$ cat src/hdl/pns_pkg.sv
// shared types, microcode table and constants for the prime neighbor search unit
package pns_pkg;

    // field widths of the beats and the configuration port, register index and bound reset
    localparam int VALUE_W       = 32;
    localparam int DEFAULT_WIDTH = 32;
    localparam int PADDR_W       = 3;
    localparam int PDATA_W       = 32;
    localparam int REG_UPPER_BOUND = 0;
    localparam logic [VALUE_W-1:0] BOUND_RESET = 32'd4294967291;

    // command codes
    localparam logic CMD_NEXT = 1'b0;
    localparam logic CMD_PREV = 1'b1;

    // request and response beats
    typedef struct packed {
        logic               command;
        logic [VALUE_W-1:0] value;
    } req_beat_t;

    typedef struct packed {
        logic [VALUE_W-1:0] prime;
        logic               error;
    } rsp_beat_t;

    // datapath operations
    typedef enum logic [3:0] {
        OP_NOP,
        OP_LOAD,
        OP_INIT,
        OP_STEP,
        OP_D3,
        OP_D5,
        OP_D7,
        OP_DNEXT,
        OP_SQ,
        OP_DIVSTART,
        OP_DIVSTEP,
        OP_EMIT_OK,
        OP_EMIT_ERR
    } op_t;

    // jump conditions
    typedef enum logic [3:0] {
        C_NEVER,
        C_ALWAYS,
        C_NO_IN,
        C_ARG_BAD,
        C_END,
        C_ONE,
        C_SMALL,
        C_DIV_MORE,
        C_REM_ZERO,
        C_SQ_GT,
        C_OUT_BUSY
    } cond_t;

    localparam int UADDR_W = 5;

    typedef struct packed {
        op_t                op;
        cond_t              cond;
        logic [UADDR_W-1:0] target;
    } uword_t;

    // status flags from datapath to sequencer
    typedef struct packed {
        logic arg_bad;
        logic at_end;
        logic is_one;
        logic small_prime;
        logic div_more;
        logic rem_zero;
        logic sq_gt;
        logic out_busy;
    } status_t;

    // program labels
    localparam logic [UADDR_W-1:0] A_IDLE   = 5'd0;
    localparam logic [UADDR_W-1:0] A_CHECK  = 5'd1;
    localparam logic [UADDR_W-1:0] A_INIT   = 5'd2;
    localparam logic [UADDR_W-1:0] A_TEST   = 5'd3;
    localparam logic [UADDR_W-1:0] A_ONE    = 5'd4;
    localparam logic [UADDR_W-1:0] A_SMALL  = 5'd5;
    localparam logic [UADDR_W-1:0] A_LD3    = 5'd6;
    localparam logic [UADDR_W-1:0] A_DS3    = 5'd7;
    localparam logic [UADDR_W-1:0] A_DV3    = 5'd8;
    localparam logic [UADDR_W-1:0] A_RZ3    = 5'd9;
    localparam logic [UADDR_W-1:0] A_LD5    = 5'd10;
    localparam logic [UADDR_W-1:0] A_DS5    = 5'd11;
    localparam logic [UADDR_W-1:0] A_DV5    = 5'd12;
    localparam logic [UADDR_W-1:0] A_RZ5    = 5'd13;
    localparam logic [UADDR_W-1:0] A_LD7    = 5'd14;
    localparam logic [UADDR_W-1:0] A_WLOOP  = 5'd15;
    localparam logic [UADDR_W-1:0] A_SQCMP  = 5'd16;
    localparam logic [UADDR_W-1:0] A_DSW    = 5'd17;
    localparam logic [UADDR_W-1:0] A_DVW    = 5'd18;
    localparam logic [UADDR_W-1:0] A_RZW    = 5'd19;
    localparam logic [UADDR_W-1:0] A_WNEXT  = 5'd20;
    localparam logic [UADDR_W-1:0] A_ADV    = 5'd21;
    localparam logic [UADDR_W-1:0] A_OK     = 5'd22;
    localparam logic [UADDR_W-1:0] A_OKDONE = 5'd23;
    localparam logic [UADDR_W-1:0] A_ERR    = 5'd24;
    localparam logic [UADDR_W-1:0] A_ERDONE = 5'd25;

    function automatic uword_t uw(op_t op, cond_t cond, logic [UADDR_W-1:0] target);
        uword_t w;
        w.op     = op;
        w.cond   = cond;
        w.target = target;
        return w;
    endfunction

    // control store: jump to target when the condition holds, else fall through
    function automatic uword_t ucode_word(logic [UADDR_W-1:0] addr);
        uword_t w;
        unique case (addr)
            A_IDLE:   w = uw(OP_LOAD,     C_NO_IN,    A_IDLE);
            A_CHECK:  w = uw(OP_NOP,      C_ARG_BAD,  A_ERR);
            A_INIT:   w = uw(OP_INIT,     C_NEVER,    A_IDLE);
            A_TEST:   w = uw(OP_NOP,      C_END,      A_ERR);
            A_ONE:    w = uw(OP_NOP,      C_ONE,      A_ADV);
            A_SMALL:  w = uw(OP_NOP,      C_SMALL,    A_OK);
            A_LD3:    w = uw(OP_D3,       C_NEVER,    A_IDLE);
            A_DS3:    w = uw(OP_DIVSTART, C_NEVER,    A_IDLE);
            A_DV3:    w = uw(OP_DIVSTEP,  C_DIV_MORE, A_DV3);
            A_RZ3:    w = uw(OP_NOP,      C_REM_ZERO, A_ADV);
            A_LD5:    w = uw(OP_D5,       C_NEVER,    A_IDLE);
            A_DS5:    w = uw(OP_DIVSTART, C_NEVER,    A_IDLE);
            A_DV5:    w = uw(OP_DIVSTEP,  C_DIV_MORE, A_DV5);
            A_RZ5:    w = uw(OP_NOP,      C_REM_ZERO, A_ADV);
            A_LD7:    w = uw(OP_D7,       C_NEVER,    A_IDLE);
            A_WLOOP:  w = uw(OP_SQ,       C_NEVER,    A_IDLE);
            A_SQCMP:  w = uw(OP_NOP,      C_SQ_GT,    A_OK);
            A_DSW:    w = uw(OP_DIVSTART, C_NEVER,    A_IDLE);
            A_DVW:    w = uw(OP_DIVSTEP,  C_DIV_MORE, A_DVW);
            A_RZW:    w = uw(OP_NOP,      C_REM_ZERO, A_ADV);
            A_WNEXT:  w = uw(OP_DNEXT,    C_ALWAYS,   A_WLOOP);
            A_ADV:    w = uw(OP_STEP,     C_ALWAYS,   A_TEST);
            A_OK:     w = uw(OP_EMIT_OK,  C_OUT_BUSY, A_OK);
            A_OKDONE: w = uw(OP_NOP,      C_ALWAYS,   A_IDLE);
            A_ERR:    w = uw(OP_EMIT_ERR, C_OUT_BUSY, A_ERR);
            A_ERDONE: w = uw(OP_NOP,      C_ALWAYS,   A_IDLE);
            default:  w = uw(OP_NOP,      C_ALWAYS,   A_IDLE);
        endcase
        return w;
    endfunction

    // mod-30 wheel gaps starting from divisor 7
    function automatic logic [2:0] wheel_step(logic [2:0] k);
        logic [2:0] s;
        unique case (k)
            3'd0:    s = 3'd4;
            3'd1:    s = 3'd2;
            3'd2:    s = 3'd4;
            3'd3:    s = 3'd2;
            3'd4:    s = 3'd4;
            3'd5:    s = 3'd6;
            3'd6:    s = 3'd2;
            3'd7:    s = 3'd6;
            default: s = 3'd6;
        endcase
        return s;
    endfunction

endpackage

$ cat src/hdl/pns_sequencer.sv
// microprogram sequencer: step counter, control store and conditional jumps
module pns_sequencer (
    input  logic              clk,
    input  logic              rst_n,
    input  logic              req_valid,
    input  pns_pkg::status_t  status,
    output logic              idle,
    output pns_pkg::op_t      op
);

    logic [pns_pkg::UADDR_W-1:0] upc_reg;
    logic [pns_pkg::UADDR_W-1:0] upc_next;
    pns_pkg::uword_t             word;
    logic                        take;
    logic                        accept;

    assign word   = pns_pkg::ucode_word(upc_reg);
    assign idle   = (upc_reg == pns_pkg::A_IDLE);
    assign accept = idle & req_valid;

    // condition select
    always_comb
    begin
        unique case (word.cond)
            pns_pkg::C_NEVER:    take = 1'b0;
            pns_pkg::C_ALWAYS:   take = 1'b1;
            pns_pkg::C_NO_IN:    take = !accept;
            pns_pkg::C_ARG_BAD:  take = status.arg_bad;
            pns_pkg::C_END:      take = status.at_end;
            pns_pkg::C_ONE:      take = status.is_one;
            pns_pkg::C_SMALL:    take = status.small_prime;
            pns_pkg::C_DIV_MORE: take = status.div_more;
            pns_pkg::C_REM_ZERO: take = status.rem_zero;
            pns_pkg::C_SQ_GT:    take = status.sq_gt;
            pns_pkg::C_OUT_BUSY: take = status.out_busy;
            default:             take = 1'b0;
        endcase
    end

    // next step
    always_comb
    begin
        if (take)
        begin
            upc_next = word.target;
        end
        else
        begin
            upc_next = upc_reg + pns_pkg::UADDR_W'(1);
        end
    end

    // operation issued to the datapath, gated by handshakes
    always_comb
    begin
        op = word.op;
        if ((word.op == pns_pkg::OP_LOAD) && !accept)
        begin
            op = pns_pkg::OP_NOP;
        end
        if (((word.op == pns_pkg::OP_EMIT_OK) || (word.op == pns_pkg::OP_EMIT_ERR))
            && status.out_busy)
        begin
            op = pns_pkg::OP_NOP;
        end
    end

    // step counter
    always_ff @(posedge clk or negedge rst_n)
    begin
        if (!rst_n)
        begin
            upc_reg <= pns_pkg::A_IDLE;
        end
        else
        begin
            upc_reg <= upc_next;
        end
    end

endmodule

$ cat src/hdl/pns_datapath.sv
// candidate, divisor, shared remainder unit and response register
module pns_datapath #(
    parameter int WIDTH = pns_pkg::DEFAULT_WIDTH
) (
    input  logic                         clk,
    input  logic                         rst_n,
    input  pns_pkg::op_t                 op,
    input  pns_pkg::req_beat_t           req,
    input  logic [pns_pkg::VALUE_W-1:0]  upper_bound,
    input  logic                         rsp_stall,
    output pns_pkg::status_t             status,
    output logic                         rsp_valid,
    output pns_pkg::rsp_beat_t           rsp
);

    // arithmetic width, candidate width with headroom, divisor width
    localparam int AW    = (WIDTH < pns_pkg::VALUE_W) ? WIDTH : pns_pkg::VALUE_W;
    localparam int CW    = AW + 1;
    localparam int DW    = (CW + 1) / 2 + 1;
    localparam int CNT_W = $clog2(CW);

    logic                 cmd_reg,  cmd_next;
    logic [AW-1:0]        n_reg,    n_next;
    logic [CW-1:0]        p_reg,    p_next;
    logic [DW-1:0]        d_reg,    d_next;
    logic [2:0]           k_reg,    k_next;
    logic [2*DW-1:0]      dsq_reg,  dsq_next;
    logic [CW-1:0]        q_reg,    q_next;
    logic [DW-1:0]        r_reg,    r_next;
    logic [CNT_W-1:0]     cnt_reg,  cnt_next;
    logic                 vld_reg,  vld_next;
    pns_pkg::rsp_beat_t   rsp_reg,  rsp_next;

    logic [AW-1:0]        bound;
    logic [DW:0]          r_trial;
    logic                 out_free;

    assign bound    = upper_bound[AW-1:0];
    assign out_free = !vld_reg || !rsp_stall;
    assign r_trial  = {r_reg, q_reg[CW-1]};

    // status flags for the jump conditions
    always_comb
    begin
        status.arg_bad     = (cmd_reg == pns_pkg::CMD_NEXT) ? (n_reg >= bound)
                                                            : (n_reg <= AW'(3));
        status.at_end      = (cmd_reg == pns_pkg::CMD_NEXT) ? (p_reg > {1'b0, bound})
                                                            : (p_reg <= CW'(2));
        status.is_one      = (p_reg == CW'(1));
        status.small_prime = (p_reg == CW'(3)) || (p_reg == CW'(5));
        status.div_more    = (cnt_reg != '0);
        status.rem_zero    = (r_reg == '0);
        status.sq_gt       = (dsq_reg > (2*DW)'(p_reg));
        status.out_busy    = !out_free;
    end

    // datapath operations
    always_comb
    begin
        cmd_next = cmd_reg;
        n_next   = n_reg;
        p_next   = p_reg;
        d_next   = d_reg;
        k_next   = k_reg;
        dsq_next = dsq_reg;
        q_next   = q_reg;
        r_next   = r_reg;
        cnt_next = cnt_reg;
        rsp_next = rsp_reg;
        vld_next = vld_reg && rsp_stall;
        unique case (op)
            pns_pkg::OP_NOP:
            begin
            end
            pns_pkg::OP_LOAD:
            begin
                cmd_next = req.command;
                n_next   = req.value[AW-1:0];
            end
            pns_pkg::OP_INIT:
            begin
                if (cmd_reg == pns_pkg::CMD_NEXT)
                begin
                    p_next = {1'b0, n_reg} + (n_reg[0] ? CW'(2) : CW'(1));
                end
                else
                begin
                    p_next = {1'b0, n_reg} - (n_reg[0] ? CW'(2) : CW'(1));
                end
            end
            pns_pkg::OP_STEP:
            begin
                if (cmd_reg == pns_pkg::CMD_NEXT)
                begin
                    p_next = p_reg + CW'(2);
                end
                else
                begin
                    p_next = p_reg - CW'(2);
                end
            end
            pns_pkg::OP_D3:
            begin
                d_next = DW'(3);
            end
            pns_pkg::OP_D5:
            begin
                d_next = DW'(5);
            end
            pns_pkg::OP_D7:
            begin
                d_next = DW'(7);
                k_next = 3'd0;
            end
            pns_pkg::OP_DNEXT:
            begin
                d_next = d_reg + DW'(pns_pkg::wheel_step(k_reg));
                k_next = k_reg + 3'd1;
            end
            pns_pkg::OP_SQ:
            begin
                dsq_next = d_reg * d_reg;
            end
            pns_pkg::OP_DIVSTART:
            begin
                q_next   = p_reg;
                r_next   = '0;
                cnt_next = CNT_W'(CW - 1);
            end
            pns_pkg::OP_DIVSTEP:
            begin
                // one restoring remainder bit per cycle
                if (r_trial >= {1'b0, d_reg})
                begin
                    r_next = DW'(r_trial - {1'b0, d_reg});
                end
                else
                begin
                    r_next = r_trial[DW-1:0];
                end
                q_next   = {q_reg[CW-2:0], 1'b0};
                cnt_next = cnt_reg - CNT_W'(1);
            end
            pns_pkg::OP_EMIT_OK:
            begin
                rsp_next.prime = pns_pkg::VALUE_W'(p_reg[AW-1:0]);
                rsp_next.error = 1'b0;
                vld_next       = 1'b1;
            end
            pns_pkg::OP_EMIT_ERR:
            begin
                rsp_next.prime = '0;
                rsp_next.error = 1'b1;
                vld_next       = 1'b1;
            end
            default:
            begin
            end
        endcase
    end

    // working registers
    always_ff @(posedge clk)
    begin
        cmd_reg <= cmd_next;
        n_reg   <= n_next;
        p_reg   <= p_next;
        d_reg   <= d_next;
        k_reg   <= k_next;
        dsq_reg <= dsq_next;
        q_reg   <= q_next;
        r_reg   <= r_next;
        cnt_reg <= cnt_next;
        rsp_reg <= rsp_next;
    end

    // response valid
    always_ff @(posedge clk or negedge rst_n)
    begin
        if (!rst_n)
        begin
            vld_reg <= 1'b0;
        end
        else
        begin
            vld_reg <= vld_next;
        end
    end

    assign rsp_valid = vld_reg;
    assign rsp       = rsp_reg;

endmodule

$ cat src/hdl/prime_neighbor_search_unit.sv
// top level of the prime neighbor search unit: register port, sequencer, datapath
//
//  channel  | signals                          | beat
//  ---------+----------------------------------+---------------------------
//  request  | req_valid, req_stall, req        | command, value
//  response | rsp_valid, rsp_stall, rsp        | prime, error
//  config   | psel penable pwrite paddr pwdata | upper_bound at byte 0
//
// each trial divide runs in the shared restoring unit, one remainder bit per cycle,
// over CW = min(WIDTH,32)+1 bits; a candidate is divided by the wheel divisors up to
// its square root. reset idles the sequencer, drops the response and restores
// upper_bound to 4294967291; there is no clearing pass. req_stall is high while a
// search runs; a response held by rsp_stall blocks only the final write of the next
// result.
module prime_neighbor_search_unit #(
    parameter int WIDTH = pns_pkg::DEFAULT_WIDTH
) (
    input  logic                          clk,
    input  logic                          rst_n,
    input  logic                          req_valid,
    output logic                          req_stall,
    input  pns_pkg::req_beat_t            req,
    output logic                          rsp_valid,
    input  logic                          rsp_stall,
    output pns_pkg::rsp_beat_t            rsp,
    input  logic                          psel,
    input  logic                          penable,
    input  logic                          pwrite,
    input  logic [pns_pkg::PADDR_W-1:0]   paddr,
    input  logic [pns_pkg::PDATA_W-1:0]   pwdata,
    output logic [pns_pkg::PDATA_W-1:0]   prdata,
    output logic                          pready
);

    logic [pns_pkg::VALUE_W-1:0] bound_reg;
    logic [pns_pkg::VALUE_W-1:0] bound_next;
    logic                        reg_sel;
    logic                        idle;
    pns_pkg::op_t                op;
    pns_pkg::status_t            status;

    // register decode
    assign pready  = 1'b1;
    assign reg_sel = (paddr[pns_pkg::PADDR_W-1:2] == pns_pkg::REG_UPPER_BOUND[0:0]);

    always_comb
    begin
        bound_next = bound_reg;
        if (psel && penable && pwrite && pready && reg_sel)
        begin
            bound_next = pwdata;
        end
    end

    always_comb
    begin
        prdata = reg_sel ? bound_reg : '0;
    end

    always_ff @(posedge clk or negedge rst_n)
    begin
        if (!rst_n)
        begin
            bound_reg <= pns_pkg::BOUND_RESET;
        end
        else
        begin
            bound_reg <= bound_next;
        end
    end

    assign req_stall = !idle;

    // control store and step counter
    pns_sequencer u_seq (
        .clk       (clk),
        .rst_n     (rst_n),
        .req_valid (req_valid),
        .status    (status),
        .idle      (idle),
        .op        (op)
    );

    // arithmetic and response register
    pns_datapath #(
        .WIDTH (WIDTH)
    ) u_dp (
        .clk         (clk),
        .rst_n       (rst_n),
        .op          (op),
        .req         (req),
        .upper_bound (bound_reg),
        .rsp_stall   (rsp_stall),
        .status      (status),
        .rsp_valid   (rsp_valid),
        .rsp         (rsp)
    );

endmodule

$ cat config.mk
export PLATFORM = sky130hd
export DESIGN_NAME = prime_neighbor_search_unit
export DESIGN_NICKNAME = d
export VERILOG_FILES = /design/src/hdl/pns_pkg.sv /design/src/hdl/pns_sequencer.sv /design/src/hdl/pns_datapath.sv /design/src/hdl/prime_neighbor_search_unit.sv
export SDC_FILE = /design/constraint.sdc
export NUM_CORES = 1
export LEC_CHECK = 0
export BUFFER_PORTS_ARGS = -buffer_cell sky130_fd_sc_hd__buf_2
export CAP_MARGIN = 10
export CORE_MARGIN = 2
export CORE_UTILIZATION = 60
export CTS_CLUSTER_DIAMETER = 200
export DETAILED_ROUTE_END_ITERATION = 16
export PLACE_DENSITY = 0.78
export SYNTH_ARGS = -nofsm -noshare
export SYNTH_HDL_FRONTEND = slang
export SYNTH_SLANG_ARGS = --single-unit
export TNS_END_PERCENT = 30
$ cat constraint.sdc
create_clock -name clk -period 7.1 [get_ports clk]
set_input_delay 1.775 -clock clk [delete_from_list [all_inputs] [get_ports clk]]
set_output_delay 1.775 -clock clk [all_outputs]
set_load 0.02 [all_outputs]
# After elaboration in Yosys (flattened, before gate mapping)
# Memory sizes are Yosys's and may differ from the RTL's. A register that Yosys moved wholly into a read port is not among the register bits.
# Index checks and enable logic that the tools add are counted.
[totals]
word_cells = 106
register_bits = 251
n_memories = 2
output_inout_bits = 68
input_bits = 75
mem_bits_ro = 432
[op_classes]
add_sub_neg = 9
n_reduce_logical = 23
n_eq_ne = 28
order_cmp = 6
mux = 21
n_bitwise = 2
mul = 1
[mem_list]
columns = ["memory", "words", "width", "rd", "rd_clocked_by_memory_dff", "write_ports", "line", "rtl"]
rows = [
  ["(name not given)", 32, 13, 1, 0, 0, "pns_pkg.sv:118", "unique case (addr)"],
  ["(name not given)", 8, 2, 1, 1, 0, "pns_pkg.sv:153", "unique case (k)"],
]
[op_table]
columns = ["op", "n"]
rows = [
  ["$pmux W33 S2", 3],
  ["$pmux W18 S4", 1],
  ["$mux W33", 2],
  ["$eq A4 B4 Y1 const B", 10],
  ["$gt A36 B33 Y1", 1],
  ["$mul A18 B18 Y36", 1],
  ["$pmux W18 S2", 1],
  ["$add A32 B33 Y33", 1],
  ["$add A33 B2 Y33 const B", 1],
  ["$eq A33 B1 Y1 const B", 1],
  ["$eq A33 B2 Y1 const B", 1],
  ["$eq A33 B3 Y1 const B", 1],
  ["$gt A33 B32 Y1", 1],
  ["$le A33 B2 Y1 const B", 1],
  ["$sub A32 B33 Y33", 1],
  ["$sub A33 B2 Y33 const B", 1],
  ["$eq A4 B3 Y1 const B", 8],
  ["$ge A32 B32 Y1", 1],
  ["$le A32 B2 Y1 const B", 1],
  ["$mux W32", 1],
  ["$ge A19 B18 Y1", 1],
  ["$add A18 B3 Y18", 1],
  ["$logic_not A18 Y1", 1],
  ["$mux W18", 1],
  ["24 further kinds", 47],
]

# Logic depth before layout (Yosys ltp)
[depth]
ltp_word = 10
mapped_depth = 26
depth_no_buf = 24

# Cells and area by module
# Synthesis repeated with hierarchy kept, for this count alone.
[unflattened]
cells_unflattened = 2640
hier_area_um2 = 25549.5
[modules_own_cells]
columns = ["mod", "n_inst", "cells_per_inst", "area_per_inst_um2", "seq_area_each_um2"]
rows = [
  ["pns_datapath", 1, 2399, 22982.0, 6431.2],
  ["prime_neighbor_search_unit", 1, 106, 1596.5, 839.6],
  ["pns_sequencer", 1, 135, 970.9, 125.1],
]

# Worst setup path before layout
# Ideal clock, no wire load.
[synth_timing]
path_type = "flip-flop to flip-flop"
start = "register u_dp.d_reg[8]"
end = "register u_dp.dsq_reg[30], data pin"
path_stages_with_launch = 25
synth_period_minus_slack_ns = 6.316
path_buffers = 2
slack_ns = 0.784
required_time_ns = 6.942
t_arrival_ns = 6.159
setup_ns = 0.158
cell_sequence = "edfxtp_1 -> clkbuf_1 -> inv_1 -> clkbuf_1 -> nor2_1 -> fa_1 -> inv_1 -> fa_1 -> inv_1 -> fa_1 -> fa_1 -> fa_1 -> inv_1 -> fa_1 -> inv_1 -> ha_1 -> a21o_1 -> a21o_1 -> a21oi_1 -> o21ai_0 -> a21oi_1 -> o21ai_0 -> o21a_1 -> or4_1 -> o211ai_1"
[synth_via]
elab_chain_cells = 1
[synth_lines]
columns = ["item", "line", "rtl"]
rows = [
  ["from (decl)", "pns_datapath.sv:25", "logic [DW-1:0] d_reg, d_next;"],
  ["from (signal assigned)", "pns_datapath.sv:168", "d_reg <= d_next;"],
  ["$mul A18 B18 Y36", "pns_datapath.sv:122", "dsq_next = d_reg * d_reg;"],
  ["to (signal assigned)", "pns_datapath.sv:170", "dsq_reg <= dsq_next;"],
  ["to (decl)", "pns_datapath.sv:27", "logic [2*DW-1:0] dsq_reg, dsq_next;"],
]
# Every way passes these cells.
# A chain may end at the register's enable or synchronous reset.

# Worst setup path after layout
[layout_timing]
start = "register u_dp.d_reg[7]"
end = "register u_dp.dsq_reg[35], data pin"
# The elaborated chain is that of the path after synthesis.

==> summary.txt <==
Run status
  – Status: completed

Die
  – Initial Util: 0.6049
  – DIE WIDTH: 209.2 um
  – Die Footprint: 43,760 um^2
  – Die H: 209.2 um
  – Number of top-level pins: 143
  – Core area: 41,760 um^2
  – Row Count: 75

Worst setup path
  – Critical path's slowest cell: o311ai_0
  – Crit-path leading delay family: adder cells
  – Slowest stage delay, CP: 0.64 ns
  – Critical path arrival: 7.15 ns
  – Crit path max fanout: 11
  – Setup crit start kind: register
  – Critical Setup Path Class: reg2reg
  – Setup crit end kind: register
  – Critical path, cell by cell: inv_1 > nor2_1 > fa_1 > inv_1 > fa_1 > fa_1 > inv_1 > ha_1 > fa_1 > inv_1 > fa_1 > inv_1 > ha_1 > a21o_1 > a21oi_1 > nor2b_1 > a211oi_1 > o311ai_0 > nand2_1 > o311a_1 > a211oi_1
  – FF-to-FF End: u_dp.dsq_reg[35]
  – R2r startpoint: u_dp.d_reg[7]
  – Worst Setup SP: u_dp.d_reg[7]
  – WP depth: 21
  – Crit path required time: 7.48 ns
  – WP buf/inv: 5
  – Worst R2R Path Depth: 21
  – CP Capture Point: u_dp.dsq_reg[35]
  – R2R Setup Slk: between 0.3 and 0.4 ns

Cells and area
  – Fillers: 3,260
  – Largest register FFs: 35
  – Share of layout cells above drive strength 1: 0.1218
  – Register area: 7396 um^2
  – Antenna Cells: 0
  – # nets final: ~3,400
  – Multi-input logic area: ~16,000 um^2
  – Final Non-Filler Cells: 3,346
  – Layout area overhead: 9.911%

CTS
  – Post-CTS setup buffers: 0
  – TritonCTS Buffers: 29
  – Clk Latency, worst-skew pair: 0.57 ns
  – H-tree depth: 1
  – Sink Count: between 200 and 300
  – Clock Path Buffers: 3
  – CTS tree: built
  – CTS Hold Buffers Added: 0
  – Root buffer cell: clkbuf_16
  – Clock slew at reported path FFs: 0.06 ns

Placed design
  – Hpwl dp: ~52 mm
  – Placed instance count: 3,293
  – I/O Buffers: approximately 140
  – Final Wtd Congestion: 0.9345

Global routing
  – Largest net degree at the start of global routing: 66
  – Total GRT Usage: 0.3042
  – Vias in the first global route: 20,340
  – Initial antenna violation count: 1
  – First-pass GRT wire length: around 110 mm
  – Grt ovf: 0

STA
  – Final Slew Violations: 0
  – Final TNS setup: 0 ns
  – Final hold vios: 0
  – Setup violations, final: 0
  – Hold WS: 0.5110 ns
  – Max_slew headroom: 0.2017
  – Tmin final: about 6.8 ns
  – Tcrit/Tclk final: 0.9538
  – Worst Skew: roughly 0.018 ns
  – Unrepaired setup endpoints after global routing: no
  – Slew at the pin with the worst max-slew slack: 1.196 ns
  – Fmax: 147.7 MHz

Synth
  – Most common flop cell mapped by yosys: edfxtp_1
  – Multiplexer share of the synthesized area: 0.02110
  – Mapped cell area: 25,260 um^2
  – Yosys warns: 0
  – Xor/xnor share of the synthesized area: 0.03952
  – Number of enable flip-flop cells after synthesis: approximately 210
  – Mapped Nets: 3,218
  – Largest family of logic cells by synthesized area: adder cells
  – Post-synthesis sequential area ratio: 0.2928
  – Simple-gate portion of the synthesized area: 0.1430
  – Post-Syn Instances: 2,645
  – Synth async-reset ratio: 0.1508
  – Compound-Gate Fraction of Synth Area: 0.1150
  – Synth Area in Adders: 0.3135
  – Cell variety after synth: about 80
  – Syn_area_per_cell: 9.551 um^2
  – Seq cells post-synth: around 250

Route
  – Wire length per cell: 19.63 um
  – DRT antenna net count: 0
  – Routed WL: around 66 mm
  – Routed via count: 19,960
  – Iter 0 DRT Violations: 1,690
  – Via density: 5.964
  – # DRC: 0
  – Drt pass-1 iters: 6

Min path
  – HP Class: reg2reg
  – Hold path startpoint: bound_reg[2]

Job
  – Max-cap violation count: 0
## how the worst min path moves through the flow
stage	end	slack [ns]	depth (start not counted)
floorplan	bound_reg[2]	0.48	1
detailed placement	bound_reg[2]	0.49	1
finish	bound_reg[2]	0.51	1
global route	bound_reg[2]	0.54	1
CTS	bound_reg[2]	0.51	1
global placement	bound_reg[2]	0.49	1
## synth_stat cells (8+ instances only)
| master | instances | area [um^2] |
|---|---|---|
| clkbuf_1 | 58 | 217.7 |
| or3_1 | 20 | 125.1 |
| mux2i_1 | 15 | 150.1 |
| a31oi_1 | 15 | 93.84 |
| nand3_1 | 43 | 215.2 |
| or2_2 | 12 | 75.07 |
| xor2_1 | 22 | 192.7 |
| a21o_1 | 55 | 412.9 |
| a21oi_1 | 124 | 620.6 |
| a2111oi_0 | 8 | 70.07 |
| and3_1 | 14 | 87.58 |
| nor2_1 | 272 | 1021 |
| o21ai_0 | 122 | 610.6 |
| edfxtp_1 | 212 | 6366 |
| o21a_1 | 21 | 157.7 |
| a211oi_1 | 22 | 165.2 |
| nor2b_1 | 21 | 131.4 |
| nand2b_1 | 30 | 187.7 |
| buf_1 | 9 | 33.78 |
| o31ai_1 | 14 | 105.1 |
| fa_1 | 225 | 4504 |
| nand4_1 | 37 | 231.5 |
| xnor2_1 | 92 | 805.8 |
| dfstp_2 | 31 | 814.5 |
| o21bai_1 | 12 | 90.09 |
| and2_1 | 20 | 125.1 |
| nand2_1 | 207 | 777.0 |
| nor4_1 | 27 | 168.9 |
| a31o_2 | 8 | 70.07 |
| mux2_2 | 34 | 382.9 |
| clkinv_1 | 9 | 33.78 |
| inv_1 | 410 | 1539 |
| nor3_1 | 42 | 210.2 |
| ha_1 | 273 | 3416 |
## area by class of cell
class,instances,share of cell area
tap,539,0.02429
clock buffer,35,0.02767
sequential,252,0.2664
inverter,422,0.05705
timing repair buffer,185,0.03749
multi-input combinational,1895,0.5769
clock inverter,18,0.01027
## logic make-up after synthesis
kind of cell | count (synthesis)
XOR/XNOR | 114
AND/OR/NAND/NOR | 774
other | 1
adder cells (fa/ha/maj) | 498
AO/OA/AOI/OAI | 459
multiplexers | 49
buffers and inverters | 498
flip-flops | 252
## placed cells by master (no fill, tap or decap), types with 20 or more instances in the layout
cell	synthesis	routed
inv_1	410	410
ha_1	273	273
nor2_1	272	270
fa_1	225	225
edfxtp_1	212	212
nand2_1	207	207
buf_2	6	139
a21oi_1	124	123
o21ai_0	122	121
xnor2_1	92	92
a21o_1	55	55
buf_4	2	46
nand3_1	43	43
nor3_1	42	41
nand4_1	37	37
mux2_2	34	34
dfstp_2	31	31
nand2b_1	30	30
clkbuf_16	0	29
nor4_1	27	26
xor2_1	22	22
o21a_1	21	21
nor2b_1	21	21
a211oi_1	22	21
and2_1	20	20
or3_1	20	20
## repair_timing
item / CTS / global route
endpoints found under the setup margin: 0 / 1
gates resized for setup: 0 / 1
endpoints found under the hold margin: 0 / 0
## metrics by stage
stage | utilization | instance area, um^2 | setup WS, ns
floorplan | - | 25260 | 0.7836
global placement | 0.6397 | 26710 | 0.3987
detailed placement | 0.6397 | 26710 | 0.3700
CTS | 0.6649 | 27770 | 0.3323
global route | 0.6649 | 27770 | 0.07755
finish | 0.6649 | 27770 | 0.3281
## routing by layer
metal | global-route usage | wire, um | vias up
li1 | - | - | 9255
met1 | 0.3791 | 25790 | 9677
met2 | 0.5344 | 32550 | 830
met3 | 0.04133 | 4438 | 194
met4 | 0.1256 | 2906 | 0
met5 | 0 | 0 | -
Power is not shown: default switching activity piles up to over one toggle a cycle in this logic, so the estimate is an artifact.
